$ cat src/hw/rtl/egp_pkg.sv
package egp_pkg;

  // width of each coordinate field on the ports
  localparam int unsigned FIELD_W = 32;
  // default coordinate width in use
  localparam int unsigned COORD_WIDTH_DEF = 32;

  // queue between front and back
  localparam int unsigned QUEUE_DEPTH = 2;

  // four turn tests and three lifted rows per request
  localparam int unsigned NUM_TURNS = 4;
  localparam int unsigned NUM_ROWS = 3;
  localparam int unsigned NUM_COMPS = 4 * NUM_TURNS + 2 * NUM_ROWS;

  // component slots inside one turn test (vector a against vector b)
  localparam int unsigned CMP_AX = 0;
  localparam int unsigned CMP_AY = 1;
  localparam int unsigned CMP_BX = 2;
  localparam int unsigned CMP_BY = 3;
  // first slot of the lifted rows (x then y per row)
  localparam int unsigned ROW_BASE = 4 * NUM_TURNS;

  typedef enum logic [1:0] {
    MODE_TURN   = 2'd0,
    MODE_TRI    = 2'd1,
    MODE_CONVEX = 2'd2,
    MODE_CIRCLE = 2'd3
  } mode_e;

  // verdict codes, two's complement
  localparam logic signed [1:0] VERDICT_POS  = 2'sb01;
  localparam logic signed [1:0] VERDICT_ZERO = 2'sb00;
  localparam logic signed [1:0] VERDICT_NEG  = 2'sb11;

  // width of a coordinate after field extraction
  function automatic int unsigned coord_w(input int unsigned cw);
    return (cw > FIELD_W) ? FIELD_W + 1 : cw;
  endfunction

  // width of one queue entry: mode plus all difference components
  function automatic int unsigned entry_w(input int unsigned cw);
    return 2 + NUM_COMPS * (coord_w(cw) + 1);
  endfunction

endpackage

$ cat src/hw/rtl/egp_queue.sv
module egp_queue import egp_pkg::*; #(
  parameter int unsigned W = 32
) (
  input  logic         clk_i,
  input  logic         rst_ni,
  input  logic         in_valid_i,
  output logic         in_ready_o,
  input  logic [W-1:0] in_data_i,
  output logic         out_valid_o,
  input  logic         out_ready_i,
  output logic [W-1:0] out_data_o
);

  localparam int unsigned PTR_W = $clog2(QUEUE_DEPTH);
  localparam int unsigned CNT_W = $clog2(QUEUE_DEPTH + 1);

  logic [W-1:0]     mem_q [QUEUE_DEPTH];
  logic [PTR_W-1:0] wr_ptr_q, wr_ptr_d;
  logic [PTR_W-1:0] rd_ptr_q, rd_ptr_d;
  logic [CNT_W-1:0] cnt_q, cnt_d;
  logic             push, pop;

  assign in_ready_o  = (cnt_q != CNT_W'(QUEUE_DEPTH));
  assign out_valid_o = (cnt_q != '0);
  assign out_data_o  = mem_q[rd_ptr_q];
  assign push = in_valid_i && in_ready_o;
  assign pop  = out_valid_o && out_ready_i;

  // pointer and fill count update
  always_comb begin
    wr_ptr_d = wr_ptr_q;
    rd_ptr_d = rd_ptr_q;
    cnt_d    = cnt_q;
    if (push) begin
      wr_ptr_d = (wr_ptr_q == PTR_W'(QUEUE_DEPTH - 1)) ? '0 : wr_ptr_q + 1'b1;
    end
    if (pop) begin
      rd_ptr_d = (rd_ptr_q == PTR_W'(QUEUE_DEPTH - 1)) ? '0 : rd_ptr_q + 1'b1;
    end
    if (push && !pop) begin
      cnt_d = cnt_q + 1'b1;
    end else if (pop && !push) begin
      cnt_d = cnt_q - 1'b1;
    end
  end

  always_ff @(posedge clk_i or negedge rst_ni) begin
    if (!rst_ni) begin
      wr_ptr_q <= '0;
      rd_ptr_q <= '0;
      cnt_q    <= '0;
    end else begin
      wr_ptr_q <= wr_ptr_d;
      rd_ptr_q <= rd_ptr_d;
      cnt_q    <= cnt_d;
    end
  end

  // entry storage
  always_ff @(posedge clk_i) begin
    if (push) begin
      mem_q[wr_ptr_q] <= in_data_i;
    end
  end

endmodule

$ cat config.mk
export PLATFORM = sky130hd
export DESIGN_NAME = egp_queue
export DESIGN_NICKNAME = d
export VERILOG_FILES = /design/src/hw/rtl/egp_pkg.sv /design/src/hw/rtl/egp_queue.sv
export SDC_FILE = /design/constraint.sdc
export NUM_CORES = 1
export LEC_CHECK = 0
export BUFFER_PORTS_ARGS = -buffer_cell sky130_fd_sc_hd__buf_2
export CORE_MARGIN = 4
export CORE_UTILIZATION = 49
export CTS_BUF_LIST = sky130_fd_sc_hd__clkbuf_4 sky130_fd_sc_hd__clkbuf_8
export DETAILED_ROUTE_END_ITERATION = 10
export PLACE_DENSITY_LB_ADDON = 0.08
export SYNTH_ARGS = -nofsm -noshare
export SYNTH_HDL_FRONTEND = slang
export SYNTH_SLANG_ARGS = --single-unit
$ cat constraint.sdc
create_clock -name clk_i -period 2.4 [get_ports clk_i]
set_input_delay 0.36 -clock clk_i [delete_from_list [all_inputs] [get_ports clk_i]]
set_output_delay 0.36 -clock clk_i [all_outputs]
set_load 0.02 [all_outputs]
==> summary.md <==
| Metric | Value |
|---|---|
| Status | `complete, no violations` |
| Largest net degree at the start of global routing | `33` |
| Final net count | `236` |
| Crit. End Element | `primary output` |
| Tcrit/Tclk final | `81.77%` |
| Post-DRT Antenna Nets | `0` |
| Maxcap violations | `0` |
| Yosys top cell by area | `edfxtp_1` |
| WL met2 | `2119 µm` |
| TritonCTS clock tree | `built` |
| Slew Limit Fails | `0` |
| Syn_area_per_cell | `approximately 23 µm²` |
| Ranking of synthesized cells by area | `edfxtp_1 72%, mux2_4 16%, dfrtp_1 3.8%` |
| Worst vdd ir | `749.3 µV` |
| Crit path DAT | `roughly 1.6 ns` |
| Pre-antenna DRT Iters | `4` |
| Achievable Freq | `0.5095 GHz` |
| Post-Syn Nets | `155` |
| CTS sink count | `68` |
| Crit path buffers/inverters | `2` |
| Synth top area share | `72.28%` |
| Vias | `between 1000 and 1500` |
| Initial antenna violation count | `0` |
| DRC violations left | `0` |
| I/O pin count | `70` |
| Crit-path leading delay family | `flip-flops` |
| Sw frac | `32.58%` |
| Htree depth | `3` |
| Max clock buf depth | `2` |
| CP max stage cell | `dfrtp_2` |
| Crit-path cells | `buf_12 -> mux2_2 -> buf_2` |
| CP Max Fanout | `17` |
| Detailed Place HPWL | `2887 µm` |
| Hold slack | `0.2191 ns` |
| Most frequent cells in the layout | `69 x buf_2, 64 x edfxtp_1, 29 x mux2_4` |
| Antenna diodes | `0` |
| #FFs+latches synth | `68` |
| Slew @ Worst Pin | `around 0.43 ns` |
| Static leakage | `0.001324 µW` |
| Met1 WL | `around 1800 µm` |
| Synth Cell Area | `0.002659 mm²` |
| Core box area | `0.005172 mm²` |
| DIE HEIGHT | `81.66 µm` |
| Clock Latency Late Sink | `0.32 ns` |
| First-pass GRT wire length | `roughly 6300 µm` |
| Overflow after GRT | `0` |
| Port Buffers | `69` |
| Clock share of power | `18.7%` |
| Area grow syn2layout | `21.79%` |
| Global Route Usage Sum | `13.27%` |
| Setup TNS | `0 ns` |
| Drt initial violations | `59` |
| Crit path kind | `register to primary output` |
| Avg WL per Cell | `15.35 µm` |
| Setup Skew | `0.006004 ns` |
| Slew Limit Headroom | `71.06%` |
| DIE AREA | `0.006668 mm²` |
| Register area share after synthesis | `between 70% and 80%` |
| Ys Warns | `0` |
| Part of the power in registers | `43.6%` |
| Placement Rows | `26` |
| Syn Inst Count | `118` |
| Share of layout cells above drive strength 1 | `between 50% and 60%` |
| Internal power | `2714 µW` |
| Clock root buffer | `clkbuf_8` |
| Hold Path Class | `input pin to register` |
| Logic pwr share | `about 38%` |
| Vias/cell | `4.663` |
| P_sw | `1311 µW` |
| Highest Signal Layer | `met4` |
| Initial Util | `between 50% and 60%` |
| Final hold vios | `0` |
| Unrepaired setup endpoints after global routing | `false` |
| Die X | `81.66 µm` |
| CP Launch Type | `register` |
| Final setup violation count | `0` |
| Min Tclk post-route | `1.963 ns` |
| Post-synth cell types | `16` |
| Vias in the first global route | `1348` |
| WP data required | `2.04 ns` |
| Final wirelength | `4190 µm` |
| Commonest non-fill, non-tap cell in the layout | `buf_2` |
| Metal3 WL | `304 µm` |
| Pwr per Cell Area | `~1200 mW/mm²` |
| Worst-path clk slew | `around 0.07 ns` |
| GPL Wtd Cong | `0.6252` |
| Slowest stage delay, CP | `0.54 ns` |
| Num CTS Buffers | `9` |
[kinds of logic after synthesis]
family,count (synthesis),synth area share (%)
AND/OR/NAND/NOR,7,1.365
buffers and inverters,5,2.823
flip-flops,68,76.05
XOR/XNOR,5,1.647
adder cells (fa/ha/maj),1,0.4705
multiplexers,32,17.65
[routing by layer]
layer	GRT usage (%)	vias up
met5	0	-
met4	6.146	0
met3	5.373	2
met2	21.42	47
met1	15.54	611
li1	-	613
[repair_timing]
item | 4_1_cts | 5_1_grt
setup buffers | 0 | 0
hold buffers | 1 | 0
endpoints found under the hold margin | 4 | 0
resized for setup | 0 | 0
[metrics by stage]
stage | setup WS (ns) | power (µW) | cell area (µm²) | cells | utilization [%]
global route | 0.3470 | 4227 | 3238 | 273 | 62.60
detailed placement | 0.7649 | 3322 | 3072 | 257 | 59.39
CTS | 0.4003 | 4084 | 3238 | 273 | 62.60
global placement | 0.7886 | 3283 | 3072 | 257 | 59.39
finish | 0.4375 | 4025 | 3238 | 273 | 62.60
floorplan | 0.3489 | 2970 | 2661 | 118 | -
[registers in the layout, indices dropped and copies added (netlist names)]
name,flops
cnt_q,2
mem_q,64
rd_ptr_q,1
wr_ptr_q,1
[cells in the mapped netlist (all sizes together)]
master / n
nand2: 2
xnor2: 3
mux2: 32
xor2: 2
and3: 1
edfxtp: 64
dfrtp: 4
or2: 1
ha: 1
nand2b: 1
inv: 1
buf: 4
nor2: 2
[power by group through the flow]
stage	Combinational (µW)	Clock [µW]	Sequential, µW
final	1520	754	1760
after global routing	1620	827	1780
after CTS	1540	779	1760
after detailed placement	1540	0	1790
after global placement	1520	0	1770
after floorplan	1250	0	1720
[layout make-up]
| cell class | instances | area [µm²] |
|---|---|---|
| Clock buffer | 11 | 138.9 |
| Clock inverter | 4 | 17.52 |
| Fill cell | 395 | 1934 |
| Inverter | 1 | 3.754 |
| Multi-Input combinational cell | 45 | 569.3 |
| Sequential cell | 68 | 2023 |
| Tap cell | 70 | 87.58 |
| Timing Repair Buffer | 74 | 397.9 |
[worst paths after layout]
kind | endpoint | depth (start not counted) | slack [ns] | startpoint
min | mem_q[0][1]$_DFFE_PP_ | 1 | 0.22 | in_data_i[1]
max reg2reg | cnt_q[1]$_DFFE_PN0P_ | 7 | 0.86 | cnt_q[0]$_DFFE_PN0P_
min in group asynchronous | cnt_q[0]$_DFFE_PN0P_ | 2 | 0.37 | rst_ni
max in group asynchronous | rd_ptr_q$_DFFE_PN0P_ | 2 | 1.89 | rst_ni
max | out_data_o[12] | 3 | 0.44 | rd_ptr_q$_DFFE_PN0P_
min reg2reg | cnt_q[1]$_DFFE_PN0P_ | 1 | 0.50 | cnt_q[1]$_DFFE_PN0P_
Note: power is estimated with default switching activity, not from simulation.
