**src/hw/rtl/egp_pkg.sv**
```systemverilog
package egp_pkg;

  // width of each coordinate field on the ports
  localparam int unsigned FIELD_W = 32;
  // default coordinate width in use
  localparam int unsigned COORD_WIDTH_DEF = 32;

  // queue between front and back
  localparam int unsigned QUEUE_DEPTH = 2;

  // four turn tests and three lifted rows per request
  localparam int unsigned NUM_TURNS = 4;
  localparam int unsigned NUM_ROWS = 3;
  localparam int unsigned NUM_COMPS = 4 * NUM_TURNS + 2 * NUM_ROWS;

  // component slots inside one turn test (vector a against vector b)
  localparam int unsigned CMP_AX = 0;
  localparam int unsigned CMP_AY = 1;
  localparam int unsigned CMP_BX = 2;
  localparam int unsigned CMP_BY = 3;
  // first slot of the lifted rows (x then y per row)
  localparam int unsigned ROW_BASE = 4 * NUM_TURNS;

  typedef enum logic [1:0] {
    MODE_TURN   = 2'd0,
    MODE_TRI    = 2'd1,
    MODE_CONVEX = 2'd2,
    MODE_CIRCLE = 2'd3
  } mode_e;

  // verdict codes, two's complement
  localparam logic signed [1:0] VERDICT_POS  = 2'sb01;
  localparam logic signed [1:0] VERDICT_ZERO = 2'sb00;
  localparam logic signed [1:0] VERDICT_NEG  = 2'sb11;

  // width of a coordinate after field extraction
  function automatic int unsigned coord_w(input int unsigned cw);
    return (cw > FIELD_W) ? FIELD_W + 1 : cw;
  endfunction

  // width of one queue entry: mode plus all difference components
  function automatic int unsigned entry_w(input int unsigned cw);
    return 2 + NUM_COMPS * (coord_w(cw) + 1);
  endfunction

endpackage

```
**src/hw/rtl/egp_front.sv**
```systemverilog
module egp_front import egp_pkg::*; #(
  parameter int unsigned COORD_WIDTH = COORD_WIDTH_DEF
) (
  input  logic [1:0]                         mode_i,
  input  logic signed [FIELD_W-1:0]          point0_x_i,
  input  logic signed [FIELD_W-1:0]          point0_y_i,
  input  logic signed [FIELD_W-1:0]          point1_x_i,
  input  logic signed [FIELD_W-1:0]          point1_y_i,
  input  logic signed [FIELD_W-1:0]          point2_x_i,
  input  logic signed [FIELD_W-1:0]          point2_y_i,
  input  logic signed [FIELD_W-1:0]          point3_x_i,
  input  logic signed [FIELD_W-1:0]          point3_y_i,
  output logic [entry_w(COORD_WIDTH)-1:0]    entry_o
);

  localparam int unsigned EW = coord_w(COORD_WIDTH);
  localparam int unsigned DW = EW + 1;

  logic signed [EW-1:0] px [4];
  logic signed [EW-1:0] py [4];
  logic signed [DW-1:0] dx [4][4];
  logic signed [DW-1:0] dy [4][4];
  logic signed [DW-1:0] comp [NUM_COMPS];

  // field extraction: low bits taken as signed, wide settings read unsigned
  always_comb begin
    px[0] = EW'({1'b0, point0_x_i});
    py[0] = EW'({1'b0, point0_y_i});
    px[1] = EW'({1'b0, point1_x_i});
    py[1] = EW'({1'b0, point1_y_i});
    px[2] = EW'({1'b0, point2_x_i});
    py[2] = EW'({1'b0, point2_y_i});
    px[3] = EW'({1'b0, point3_x_i});
    py[3] = EW'({1'b0, point3_y_i});
  end

  // all pairwise differences, exact at one extra bit
  always_comb begin
    for (int i = 0; i < 4; i++) begin
      for (int j = 0; j < 4; j++) begin
        dx[i][j] = DW'(px[i]) - DW'(px[j]);
        dy[i][j] = DW'(py[i]) - DW'(py[j]);
      end
    end
  end

  // pick the turn tests for the mode, rows are always relative to p3
  always_comb begin
    for (int k = 0; k < NUM_COMPS; k++) begin
      comp[k] = '0;
    end
    unique case (mode_e'(mode_i))
      MODE_TURN: begin
        comp[CMP_AX] = DW'(px[0]);
        comp[CMP_AY] = DW'(py[0]);
        comp[CMP_BX] = DW'(px[1]);
        comp[CMP_BY] = DW'(py[1]);
      end
      MODE_TRI: begin
        comp[CMP_AX]     = dx[3][0];
        comp[CMP_AY]     = dy[3][0];
        comp[CMP_BX]     = dx[1][0];
        comp[CMP_BY]     = dy[1][0];
        comp[4 + CMP_AX] = dx[3][1];
        comp[4 + CMP_AY] = dy[3][1];
        comp[4 + CMP_BX] = dx[2][1];
        comp[4 + CMP_BY] = dy[2][1];
        comp[8 + CMP_AX] = dx[3][2];
        comp[8 + CMP_AY] = dy[3][2];
        comp[8 + CMP_BX] = dx[0][2];
        comp[8 + CMP_BY] = dy[0][2];
      end
      MODE_CONVEX: begin
        comp[CMP_AX]      = dx[2][0];
        comp[CMP_AY]      = dy[2][0];
        comp[CMP_BX]      = dx[1][0];
        comp[CMP_BY]      = dy[1][0];
        comp[4 + CMP_AX]  = dx[3][0];
        comp[4 + CMP_AY]  = dy[3][0];
        comp[4 + CMP_BX]  = dx[1][0];
        comp[4 + CMP_BY]  = dy[1][0];
        comp[8 + CMP_AX]  = dx[0][2];
        comp[8 + CMP_AY]  = dy[0][2];
        comp[8 + CMP_BX]  = dx[3][2];
        comp[8 + CMP_BY]  = dy[3][2];
        comp[12 + CMP_AX] = dx[1][2];
        comp[12 + CMP_AY] = dy[1][2];
        comp[12 + CMP_BX] = dx[3][2];
        comp[12 + CMP_BY] = dy[3][2];
      end
      MODE_CIRCLE: begin
        comp[CMP_AX] = dx[2][0];
        comp[CMP_AY] = dy[2][0];
        comp[CMP_BX] = dx[1][0];
        comp[CMP_BY] = dy[1][0];
      end
      default: begin
      end
    endcase
    for (int r = 0; r < NUM_ROWS; r++) begin
      comp[ROW_BASE + 2*r]     = dx[r][3];
      comp[ROW_BASE + 2*r + 1] = dy[r][3];
    end
  end

  // pack into one queue entry
  always_comb begin
    entry_o[1:0] = mode_i;
    for (int k = 0; k < NUM_COMPS; k++) begin
      entry_o[2 + k*DW +: DW] = comp[k];
    end
  end

endmodule

```
**config.mk**
```make
export PLATFORM = sky130hd
export DESIGN_NAME = egp_front
export DESIGN_NICKNAME = d
export VERILOG_FILES = /design/src/hw/rtl/egp_pkg.sv /design/src/hw/rtl/egp_front.sv
export SDC_FILE = /design/constraint.sdc
export NUM_CORES = 2
export LEC_CHECK = 0
export BUFFER_PORTS_ARGS = -buffer_cell sky130_fd_sc_hd__buf_2
export CAP_MARGIN = 20
export CORE_AREA = 2 2 382 384
export DETAILED_ROUTE_END_ITERATION = 8
export DIE_AREA = 0 0 384 386
export MAX_ROUTING_LAYER = met4
export PLACE_DENSITY = 0.57
export SETUP_SLACK_MARGIN = 0.2
export SLEW_MARGIN = 20
export SYNTH_ARGS = -nofsm -noshare
export SYNTH_HDL_FRONTEND = slang
export SYNTH_SLANG_ARGS = --single-unit
```
**constraint.sdc**
```tcl
create_clock -name vclk -period 6.1
set_input_delay 0.305 -clock vclk [all_inputs]
set_output_delay 0.305 -clock vclk [all_outputs]
set_load 0.005 [all_outputs]
```
==> results.toml <==
[logic_synthesis]
synthSimpleGateAreaFrac_pct = 18.68
synth_xor_area_share_pct = 12.53
synth-compound-area-share_pct = 39.05
ys_seq_area_share_pct = 0
synth_area_leaders = "ha_1 21%, a21oi_1 9.0%, xnor2_1 8.4%, o21ai_0 5.4%, a21o_1 5.1%"
synthAdderAreaFrac_pct = 21.99
synthMuxAreaShare_pct = 0.1953
yosysUniqueCellTypes = 87
synth_cells = 6339
yosys.area.top_type = "ha_1"
synth_area_per_cell_um2 = 6.671
synth_nets = 7327
synth.top_cell.area_share_pct = 20.95
ys.warnings.count = 0
syn_area_um2 = 42280
synth_top_family_by_area = "compound AO/OA/AOI/OAI gates"

[timing]
fmax_mhz = 195.6
finalHoldViolations = 0
final.period_utilization_pct = 83.82
final_period_minus_worst_setup_slack_ns = 5.113
final_max_slew_viol_count = 0
tns_ns = 0
slew_headroom_pct = 17.01
rsz0062_at_grt = "no"
layout_setup_ws_ns = 0.9873
setup_viol = 0
tightest_slew_ns = 1.241
hold_ws_ns = 0.8936

[finish]
fin_util_pct = 33.76
clock_buffers = 0
mostFrequentLayoutCell = "buf_2"
final_cell_mix = "986 x buf_2, 757 x a21oi_1, 705 x ha_1"
seq_cells = 0
seq_area_um2 = 0
final_nets = 7965
area_growth_pct = 15.39
layout-drive-gt1-share_pct = 16.23

[drt]
drtPass1Iterations = 6
vias = 55300
via_per_inst = 6.178
drt_iter0_drc = 6146
drc = 0
wl_per_cell_um = 33.79
wl_um = 302500
ant_nets = 0

[die]
io_pins = 986
die_area_um2 = 148200
start_util_pct = 29.26
core_area_um2 = 144500
num_rows = 140
die_h_um = 386
die_x_um = 384

[global_route]
grt_usage_pct = 39.34
antenna_found_initial = 76
grt_pass1_vias = 52490
grt.overflow.total = 0
grt_pass1_wl_um = 404500
grt_max_degree = 133

[setup_path]
cp-start-kind = "input port"
crit_type = "in -> out"
required_ns = 5.79
arrival_ns = 4.81
cp-end-kind = "output pin"
critPathMaxFanout = 8

[clock_tree]
hold_buffers = 0
cts_setup_buffers = 0
cts-resized-gates = 0

[job]
maxCapViolations = 0

[placement]
place.gp.congestion = 1.081
place_hpwl_um = 260200
dp_slack_ns = 1.259
portBuffers = 986

[status]
status = "finished clean"

[worst_hold_path]
hold_path_class = "in -> out"
cells by family (layout without fill, tap and decap cells):
kind of cell	count (synthesis)	in the layout
buffers and inverters	840	1476
muxes	8	8
other	0	59
AOI/OAI and AO/OA	2537	2537
adders and majority gates	730	730
xor gates and xnor gates	605	605
and+or+nand+nor	1619	1619
metal layers:
metal | share of wire [%] | global-route usage (%)
met4 | 5.2 | 17.34
met3 | 7.5 | 4.346
met1 | 42 | 50.12
met2 | 45 | 62.47
met5 | 0 | -
worst max-delay path, stage by stage:
cell	delay, ns
buf_2	0.16
inv_1	0.43
ha_1	0.33
nor2b_1	0.15
o31a_1	0.29
o311ai_1	0.60
a21oi_1	0.31
a21boi_1	0.34
o221ai_1	0.45
a211oi_1	0.64
xor2_1	0.48
o21ai_0	0.15
buf_2	0.15
through the flow:
stage          cells  area, um^2
6_report        8951       48790
5_1_grt         8938       48760
4_1_cts         8891       48610
3_5_place_dp    8891       48610
3_3_place_gp    8890       48580
2_1_floorplan   6339       42280
path summary, 6_finish.rpt:
kind,startpoint,endpoint,slack (ns),depth (start not counted)
setup / recovery,point2_y_i[1],entry_o[328],0.99,13
hold / removal,mode_i[1],entry_o[1],0.89,2
synth_stat cells, types with 38 or more instances:
cell type,number
a21oi_1,758
ha_1,708
o21ai_0,459
nor2_1,446
inv_1,427
xnor2_1,407
nand2_1,405
clkbuf_1,359
a21o_1,288
xor2_1,198
nor2b_1,196
o21bai_1,138
a22o_1,131
and2_1,100
o21a_1,98
nand4_1,97
a22oi_1,86
nor3_1,82
nand3_1,77
a211oi_1,63
a31oi_1,63
a221oi_1,59
nand2b_1,54
o22ai_1,53
o31ai_1,38
cell type report:
cell class,count,area [um^2]
multi-input combinational,5499,39210
fill,16300,95720
inverter,428,1609
timing repair buffer,1048,5431
tap,1917,2399
antenna,59,147.6
